`src/fpba_pkg.sv`:
```
// ----------------------------------------------------------------------------
// fpba_pkg
// Shared codes, widths and types of the fit-policy block allocator.
// ----------------------------------------------------------------------------
package fpba_pkg;

  localparam int IN_IDX_W  = 4;
  localparam int IO_SIZE_W = 16;
  localparam int POLICY_W  = 2;
  localparam int BIU_W     = 5;
  localparam int CFG_W     = 5;
  localparam int CFG_IDX_W = 1;

  localparam logic                 MODE_LOAD = 1'b0;
  localparam logic                 MODE_REQ  = 1'b1;

  localparam logic [POLICY_W-1:0]  FIT_FIRST = 2'd0;
  localparam logic [POLICY_W-1:0]  FIT_BEST  = 2'd1;
  localparam logic [POLICY_W-1:0]  FIT_WORST = 2'd2;

  localparam logic [CFG_IDX_W-1:0] REG_FIT_POLICY    = 1'b0;
  localparam logic [CFG_IDX_W-1:0] REG_BLOCKS_IN_USE = 1'b1;

  localparam logic [BIU_W-1:0]     BIU_RESET = 5'd16;

  typedef struct packed {
    logic clear;
    logic sample;
  } scan_ctl_t;

endpackage

```
`src/fpba_ram.sv`:
```
// ----------------------------------------------------------------------------
// fpba_ram
// Generic single-write, single-read synchronous RAM with registered read.
// ----------------------------------------------------------------------------
module fpba_ram #(
  parameter int WIDTH = 16,
  parameter int DEPTH = 16
) (
  input  logic                                 clk,
  input  logic                                 we,
  input  logic [(DEPTH > 1 ? $clog2(DEPTH) : 1)-1:0] waddr,
  input  logic [WIDTH-1:0]                     wdata,
  input  logic                                 re,
  input  logic [(DEPTH > 1 ? $clog2(DEPTH) : 1)-1:0] raddr,
  output logic [WIDTH-1:0]                     rdata
);

  logic [WIDTH-1:0] mem [DEPTH];

  always_ff @(posedge clk) begin
    if (we) begin
      mem[waddr] <= wdata;
    end
    if (re) begin
      rdata <= mem[raddr];
    end
  end

endmodule

```
`src/fpba_scan.sv`:
```
// ----------------------------------------------------------------------------
// fpba_scan
// Candidate selector: compares one block entry per cycle against the request
// and keeps the pick under the active fit policy.
// ----------------------------------------------------------------------------
module fpba_scan
  import fpba_pkg::*;
#(
  parameter int NUM_BLOCKS = 16,
  parameter int SIZE_BITS  = 16
) (
  input  logic                                           clk,
  input  logic                                           rst_n,
  input  scan_ctl_t                                      ctl,
  input  logic [POLICY_W-1:0]                            policy,
  input  logic [IO_SIZE_W-1:0]                           req_size,
  input  logic [SIZE_BITS-1:0]                           rd_data,
  input  logic [(NUM_BLOCKS > 1 ? $clog2(NUM_BLOCKS) : 1)-1:0] rd_idx,
  output logic                                           found,
  output logic [(NUM_BLOCKS > 1 ? $clog2(NUM_BLOCKS) : 1)-1:0] pick,
  output logic [SIZE_BITS-1:0]                           best
);

  localparam int IDX_W = (NUM_BLOCKS > 1) ? $clog2(NUM_BLOCKS) : 1;
  localparam int CMP_W = (SIZE_BITS > IO_SIZE_W) ? SIZE_BITS : IO_SIZE_W;

  logic             found_r;
  logic [IDX_W-1:0] pick_r;
  logic [SIZE_BITS-1:0] best_r;
  logic             adequate;
  logic             take;

  always_comb begin
    adequate = CMP_W'(rd_data) >= CMP_W'(req_size);
    take     = 1'b0;
    if (ctl.sample && adequate) begin
      priority if (!found_r) begin
        take = 1'b1;
      end else if (policy == FIT_BEST) begin
        take = rd_data < best_r;
      end else if (policy == FIT_WORST) begin
        take = rd_data > best_r;
      end else begin
        take = 1'b0;
      end
    end
  end

  always_ff @(posedge clk) begin
    if (!rst_n) begin
      found_r <= 1'b0;
    end else if (ctl.clear) begin
      found_r <= 1'b0;
    end else if (take) begin
      found_r <= 1'b1;
    end
  end

  always_ff @(posedge clk) begin
    if (take) begin
      pick_r <= rd_idx;
      best_r <= rd_data;
    end
  end

  assign found = found_r;
  assign pick  = pick_r;
  assign best  = best_r;

endmodule

```
`src/fit_policy_block_allocator_top.sv`:
```
// ----------------------------------------------------------------------------
// fit_policy_block_allocator_top
// Free-size table of memory blocks with first, best and worst fit placement.
// ----------------------------------------------------------------------------
// The block table sits in one RAM with a single read port and a registered
// read, so a request reads one entry per cycle. A request scans the first
// min(blocks_in_use, NUM_BLOCKS) entries, writes the reduced free size back
// to the picked entry if one fits, and hands its result to the output
// register once that register is free. A load, or a request with zero
// blocks in use, skips the scan. One word is in work at a time; a finished
// result waits in the output register while the next word is taken.
// The table needs no clearing after reset: every block must be loaded before
// a request scans it.
// ----------------------------------------------------------------------------
module fit_policy_block_allocator_top
  import fpba_pkg::*;
#(
  parameter int NUM_BLOCKS = 16,
  parameter int SIZE_BITS  = 16
) (
  input  logic                 clk,
  input  logic                 rst_n,
  input  logic                 cfg_we,
  input  logic [CFG_IDX_W-1:0] cfg_index,
  input  logic [CFG_W-1:0]     cfg_wdata,
  input  logic                 in_valid,
  output logic                 in_ready,
  input  logic                 in_mode,
  input  logic [IN_IDX_W-1:0]  in_block_index,
  input  logic [IO_SIZE_W-1:0] in_size_value,
  output logic                 out_valid,
  input  logic                 out_ready,
  output logic                 out_placed,
  output logic [IN_IDX_W-1:0]  out_chosen_block,
  output logic [IO_SIZE_W-1:0] out_space_left
);

  localparam int IDX_W = (NUM_BLOCKS > 1) ? $clog2(NUM_BLOCKS) : 1;
  localparam int CNT_W = $clog2(NUM_BLOCKS + 1);
  localparam int LIM_W = (CNT_W > BIU_W) ? CNT_W : BIU_W;

  typedef enum logic [1:0] {
    ST_IDLE,
    ST_SCAN,
    ST_UPD,
    ST_DONE
  } state_t;

  state_t               state_r;
  logic [POLICY_W-1:0]  policy_r;
  logic [BIU_W-1:0]     biu_r;
  logic [IO_SIZE_W-1:0] size_r;
  logic [CNT_W-1:0]     limit_r;
  logic [CNT_W-1:0]     cnt_r;
  logic                 samp_vld_r;
  logic [IDX_W-1:0]     samp_idx_r;
  logic                 res_placed_r;
  logic [IN_IDX_W-1:0]  res_block_r;
  logic [IO_SIZE_W-1:0] res_space_r;
  logic                 out_valid_r;
  logic                 out_placed_r;
  logic [IN_IDX_W-1:0]  out_block_r;
  logic [IO_SIZE_W-1:0] out_space_r;

  logic                 in_acc;
  logic                 idx_ok;
  logic [LIM_W-1:0]     biu_ext;
  logic [CNT_W-1:0]     limit;
  logic                 issue_first;
  logic                 issue_more;
  logic                 ram_re;
  logic [IDX_W-1:0]     ram_raddr;
  logic                 ram_we;
  logic [IDX_W-1:0]     ram_waddr;
  logic [SIZE_BITS-1:0] ram_wdata;
  logic [SIZE_BITS-1:0] ram_rdata;
  logic                 load_wr;
  logic                 upd_wr;
  logic                 out_free;
  logic [SIZE_BITS-1:0] stored;
  logic [SIZE_BITS-1:0] new_rem;
  scan_ctl_t            scan_ctl;
  logic                 found;
  logic [IDX_W-1:0]     pick;
  logic [SIZE_BITS-1:0] best;

  always_comb begin
    in_ready    = state_r == ST_IDLE;
    in_acc      = in_valid && in_ready;
    idx_ok      = 32'(in_block_index) < NUM_BLOCKS;
    biu_ext     = LIM_W'(biu_r);
    limit       = (biu_ext > LIM_W'(NUM_BLOCKS)) ? CNT_W'(NUM_BLOCKS) : CNT_W'(biu_ext);
    stored      = SIZE_BITS'(in_size_value);
    new_rem     = best - SIZE_BITS'(size_r);
    issue_first = in_acc && (in_mode == MODE_REQ) && (limit != '0);
    issue_more  = (state_r == ST_SCAN) && (cnt_r < limit_r);
    ram_re      = issue_first || issue_more;
    ram_raddr   = issue_first ? '0 : cnt_r[IDX_W-1:0];
    load_wr     = in_acc && (in_mode == MODE_LOAD) && idx_ok;
    upd_wr      = (state_r == ST_UPD) && found;
    ram_we      = load_wr || upd_wr;
    ram_waddr   = upd_wr ? pick : IDX_W'(in_block_index);
    ram_wdata   = upd_wr ? new_rem : stored;
    out_free    = !out_valid_r || out_ready;
    scan_ctl.clear  = in_acc;
    scan_ctl.sample = samp_vld_r;
  end

  fpba_ram #(
    .WIDTH (SIZE_BITS),
    .DEPTH (NUM_BLOCKS)
  ) u_table (
    .clk   (clk),
    .we    (ram_we),
    .waddr (ram_waddr),
    .wdata (ram_wdata),
    .re    (ram_re),
    .raddr (ram_raddr),
    .rdata (ram_rdata)
  );

  fpba_scan #(
    .NUM_BLOCKS (NUM_BLOCKS),
    .SIZE_BITS  (SIZE_BITS)
  ) u_scan (
    .clk      (clk),
    .rst_n    (rst_n),
    .ctl      (scan_ctl),
    .policy   (policy_r),
    .req_size (size_r),
    .rd_data  (ram_rdata),
    .rd_idx   (samp_idx_r),
    .found    (found),
    .pick     (pick),
    .best     (best)
  );

  always_ff @(posedge clk) begin
    if (!rst_n) begin
      state_r     <= ST_IDLE;
      policy_r    <= FIT_FIRST;
      biu_r       <= BIU_RESET;
      samp_vld_r  <= 1'b0;
      out_valid_r <= 1'b0;
    end else begin
      if (cfg_we) begin
        unique case (cfg_index)
          REG_FIT_POLICY:    policy_r <= cfg_wdata[POLICY_W-1:0];
          REG_BLOCKS_IN_USE: biu_r    <= cfg_wdata[BIU_W-1:0];
          default:           ;
        endcase
      end
      samp_vld_r <= ram_re;
      samp_idx_r <= ram_raddr;
      if (out_valid_r && out_ready && state_r != ST_DONE) begin
        out_valid_r <= 1'b0;
      end
      unique case (state_r)
        ST_IDLE: begin
          if (in_acc) begin
            size_r  <= in_size_value;
            limit_r <= limit;
            if (in_mode == MODE_LOAD) begin
              res_placed_r <= 1'b0;
              res_block_r  <= in_block_index;
              res_space_r  <= IO_SIZE_W'(stored);
              state_r      <= ST_DONE;
            end else if (limit == '0) begin
              res_placed_r <= 1'b0;
              res_block_r  <= '0;
              res_space_r  <= '0;
              state_r      <= ST_DONE;
            end else begin
              cnt_r   <= CNT_W'(1);
              state_r <= ST_SCAN;
            end
          end
        end
        ST_SCAN: begin
          if (issue_more) begin
            cnt_r <= cnt_r + CNT_W'(1);
          end else begin
            state_r <= ST_UPD;
          end
        end
        ST_UPD: begin
          res_placed_r <= found;
          res_block_r  <= found ? IN_IDX_W'(pick) : '0;
          res_space_r  <= found ? IO_SIZE_W'(new_rem) : '0;
          state_r      <= ST_DONE;
        end
        ST_DONE: begin
          if (out_free) begin
            out_valid_r  <= 1'b1;
            out_placed_r <= res_placed_r;
            out_block_r  <= res_block_r;
            out_space_r  <= res_space_r;
            state_r      <= ST_IDLE;
          end
        end
        default: state_r <= ST_IDLE;
      endcase
    end
  end

  assign out_valid        = out_valid_r;
  assign out_placed       = out_placed_r;
  assign out_chosen_block = out_block_r;
  assign out_space_left   = out_space_r;

  a_no_write_in_scan: assert property (@(posedge clk) disable iff (!rst_n)
    (state_r == ST_SCAN) |-> !ram_we)
    else $error("table written during scan");

  a_cnt_bounded: assert property (@(posedge clk) disable iff (!rst_n)
    (state_r == ST_SCAN) |-> (cnt_r <= limit_r))
    else $error("scan count beyond limit");

  a_pick_in_range: assert property (@(posedge clk) disable iff (!rst_n)
    (state_r == ST_UPD && found) |-> (CNT_W'(pick) < limit_r))
    else $error("pick outside scanned range");

  a_done_delivers: assert property (@(posedge clk) disable iff (!rst_n)
    (state_r == ST_DONE && out_free) |=> (out_valid_r && state_r == ST_IDLE))
    else $error("result not delivered");

endmodule

```
`config.mk`:
```
export PLATFORM = sky130hd
export DESIGN_NAME = fit_policy_block_allocator_top
export DESIGN_NICKNAME = d
export VERILOG_FILES = /design/src/fpba_pkg.sv /design/src/fpba_ram.sv /design/src/fpba_scan.sv /design/src/fit_policy_block_allocator_top.sv
export SDC_FILE = /design/constraint.sdc
export NUM_CORES = 1
export LEC_CHECK = 0
export BUFFER_PORTS_ARGS = -buffer_cell sky130_fd_sc_hd__buf_2
export CORE_MARGIN = 3
export CORE_UTILIZATION = 25
export DETAILED_ROUTE_END_ITERATION = 7
export PLACE_DENSITY_LB_ADDON = 0.12
export SLEW_MARGIN = 20
export SYNTH_ARGS = -nofsm -noshare
export SYNTH_HDL_FRONTEND = slang
export SYNTH_SLANG_ARGS = --single-unit
```
`constraint.sdc`:
```
create_clock -name clk -period 3.4 [get_ports clk]
set_input_delay 0.68 -clock clk [delete_from_list [all_inputs] [get_ports clk]]
set_output_delay 0.68 -clock clk [all_outputs]
set_load 0.02 [all_outputs]
```
==> flow_metrics.py <==
metrics = {
    "floorplan": {
        "core-area_um2": 63660,
        "start_util_pct": 25.49,
        "row_count": 92,
        "die_area_um2": 67990,
        "ios": 55,
        "die_w_um": 260.7,
        "die_h_um": 260.7,
    },
    "grt": {
        "grt_usage_pct": 12.54,
        "grt_pass1_vias": 9735,
        "grt_pass1_wl_um": 63680,
        "globalRoute.totalOverflow": 0,
        "grt_max_degree": 73,
        "antenna_found_initial": 1,
    },
    "critical_path": {
        "r2r_setup_slack_ns": 0.27,
        "end_kind": "flip-flop",
        "slowest_delay_ns": 0.49,
        "crit_fanout": 16,
        "path_common_cell": "inv_1",
        "critPathRequiredTime_ns": 3.61,
        "cp-start-kind": "flip-flop",
        "criticalPathCategory": "flip-flop to flip-flop",
        "cp.arrival_ns": 3.34,
        "cp_cell_sequence": "inv_1 -> ha_1 -> inv_1 -> fa_1 -> a21o_1 -> and4_1 -> o2111ai_1 -> a21boi_1 -> mux2_2 -> a211o_1",
        "critPathSlowestCell": "a211o_1",
    },
    "finish": {
        "final_cells": 2093,
        "area_growth_pct": 18.59,
        "num-nets-final": 1300,
        "drive_above_1_share_pct": 16.37,
    },
    "synthesis": {
        "yosysTopAreaCellShare_pct": 67.38,
        "synth_edf_count": 364,
        "syn_nets": 1194,
        "ys_warn_count": 0,
        "synthFlopType": "edfxtp_1",
        "synthCells": 1105,
        "synth_area_leaders": "edfxtp_1 67%, mux2i_1 5.4%, ha_1 4.3%",
        "yosys.area.top_type": "edfxtp_1",
        "synthArstFlopShare_pct": 0,
        "synth_area_um2": 16220,
        "ys_seq_area_share_pct": 68.86,
        "synth-seq-cells": 376,
        "syn-mean-instance-area_um2": 14.68,
        "yosysUniqueCellTypes": 71,
    },
    "run": {
        "max_cap_viol_count": 0,
    },
    "clock_tree": {
        "clockBufferDepth": 3,
        "cts_made_buffers": 45,
        "clk_latency_ns": 0.57,
        "postCtsSetupBuffers": 0,
        "cts_tree": "yes",
        "clkSinkCount": 376,
        "cts-root-buf": "clkbuf_16",
        "hold_buffers": 0,
        "clkTransAtPathRegs_ns": 0.06,
        "htree_levels": 2,
        "cts_resized": 0,
    },
    "sta": {
        "fin_crit_sh_pct": 92.06,
        "fin_skew_ns": 0.02320,
        "finalSetupViolCount": 0,
        "worst_pin_slew_ns": 0.9320,
        "slew_headroom_pct": 37.58,
        "rsz0062_at_grt": "no",
        "final-max-slew-violation-count": 0,
        "finalSetupTns_ns": 0,
        "timing.final.hold_violations": 0,
        "max_freq_mhz": 319.5,
        "post-route-min-period_ns": 3.130,
    },
    "placement": {
        "hpwl_um": 28710,
        "dp_cells": 2010,
        "io_buffers": 54,
        "place.gp.congestion": 0.7434,
    },
    "route": {
        "routed_via_density": 4.487,
        "routedWlPerCell_um": 20.29,
        "drt_iter0_drc": 571,
        "drc": 0,
        "vias": 9392,
        "detail-route-antenna-nets": 0,
        "dr.pass1.iters": 4,
        "routed_wl_um": 42460,
    },
    "power_and_ir_drop": {
        "vdd.ir_drop.worst_mv": 0.2972,
        "p_leak_nw": 6.951,
        "cellPowerDensity_nw_per_um2": 685.3,
        "power_w": 0.01318,
    },
    "outcome": {
        "outcome": "finished clean",
    },
    "worst_hold_path": {
        "hold_path_class": "primary input to flip-flop",
    },
}
[layout by cell type, fill, tap and decap left out, drive strengths merged, types with 5 or more instances in the layout]
cell type and instances:
edfxtp 364, a21oi 49, buf 99, nand4 5, a21o 11, mux4 6
or3 10, nand3 19, clkinv 13, a22o 6, mux2 18, nand2b 8
inv 56, nor4 5, a211oi 15, mux2i 87, dfxtp 12, nor2b 7
a31oi 10, ha 56, xnor2 7, nor3 7, o221ai 23, nand2 75
and3 19, o21ai 40, nor2 70, o22ai 15, nor3b 9, clkbuf 63
[Yosys cell counts, types with 8 or more instances]
cell type,number
a211oi_1,15
a21o_1,10
a21oi_1,49
a31oi_1,10
and3_1,19
buf_2,18
clkbuf_1,13
dfxtp_1,12
edfxtp_1,364
ha_1,56
inv_1,54
mux2_2,18
mux2i_1,87
nand2_1,73
nand2b_1,8
nand3_1,18
nor2_1,70
nor3b_1,9
o21ai_0,38
o221ai_1,23
o22ai_1,15
or3_1,10
[metal layers]
| layer | global-route usage [%] | wire length (µm) | up-vias |
|---|---|---|---|
| li1 | - | - | 4488 |
| met1 | 17.08 | 20080 | 4698 |
| met2 | 20.52 | 20020 | 149 |
| met3 | 2.387 | 1581 | 57 |
| met4 | 3.190 | 775 | 0 |
| met5 | 0 | 0 | - |
[registers in the layout (all words and copies together), names as in the netlist, 2 cells and up]
name and cells:
cnt_r 5, biu_ext 5, policy_r 2, u_table.rdata 16
out_chosen_block 4, u_scan.best 16, size_r 16, u_table.mem 256
res_space_r 16, res_block_r 4, state_r 2, u_scan.pick 4
limit_r 5, out_space_left 16, samp_idx_r 4
[path summary, 6_finish.rpt]
check / cells after the start / end / start
worst min register to register: 0 / out_chosen_block[2] / res_block_r[2]
worst max register to register: 10 / u_table.mem[11][12] / u_scan.best[0]
worst min-delay path: 1 / size_r[7] / in_size_value[7]
worst max-delay path: 10 / u_table.mem[11][12] / u_scan.best[0]
[cell families after synthesis]
| group | synth area share (%) |
|---|---|
| AND/OR/NAND/NOR | 7.551 |
| XOR/XNOR | 0.4859 |
| AO/OA/AOI/OAI | 8.661 |
| buffers and inverters | 2.553 |
| multiplexers | 7.450 |
| flip-flops | 68.86 |
| adder cells (fa/ha/maj) | 4.442 |
[per-stage QoR]
step | worst slack (ns) | hold WS (ns) | cell area, µm² | util (%)
after global routing | 0.1258 | 0.2897 | 19240 | 30.22
after detailed placement | 0.2738 | 0.4056 | 17780 | 27.93
after floorplan | 0.4095 | 0.4003 | 16220 | -
after global placement | 0.3058 | 0.4010 | 17780 | 27.93
after CTS | 0.2307 | 0.2641 | 19230 | 30.20
final | 0.2698 | 0.3164 | 19240 | 30.22
[power breakdown]
| part | switching [W] | leakage [nW] | internal (W) |
|---|---|---|---|
| clock network | 0.00190 | 0.702 | 0.00287 |
| logic | 0.00170 | 2.85 | 0.000990 |
| registers | 0.000199 | 3.40 | 0.00553 |
| total | 0.00379 | 6.95 | 0.00939 |
[layout make-up]
type                            instances  area, µm²
Fill cell                            6408      44420
Sequential cell                       376      11170
Multi-Input combinational cell        634       4674
Tap cell                              846       1059
Clock inverter                         19      193.9
Clock buffer                           63       1256
Timing Repair Buffer                   99      670.6
Antenna cell                            1      2.502
Inverter                               55      211.5
[critical path: cells and delay by family, from the launching register on]
family | cells | cell delay (ns)
and+or+nand+nor | 1 | 0.24
adders and majority gates | 2 | 0.56
DFF | 1 | 0.39
buffers and inverters | 2 | 0.14
AOI/OAI and AO/OA | 4 | 1.13
muxes | 1 | 0.30
(Power assumes the default switching activity.)
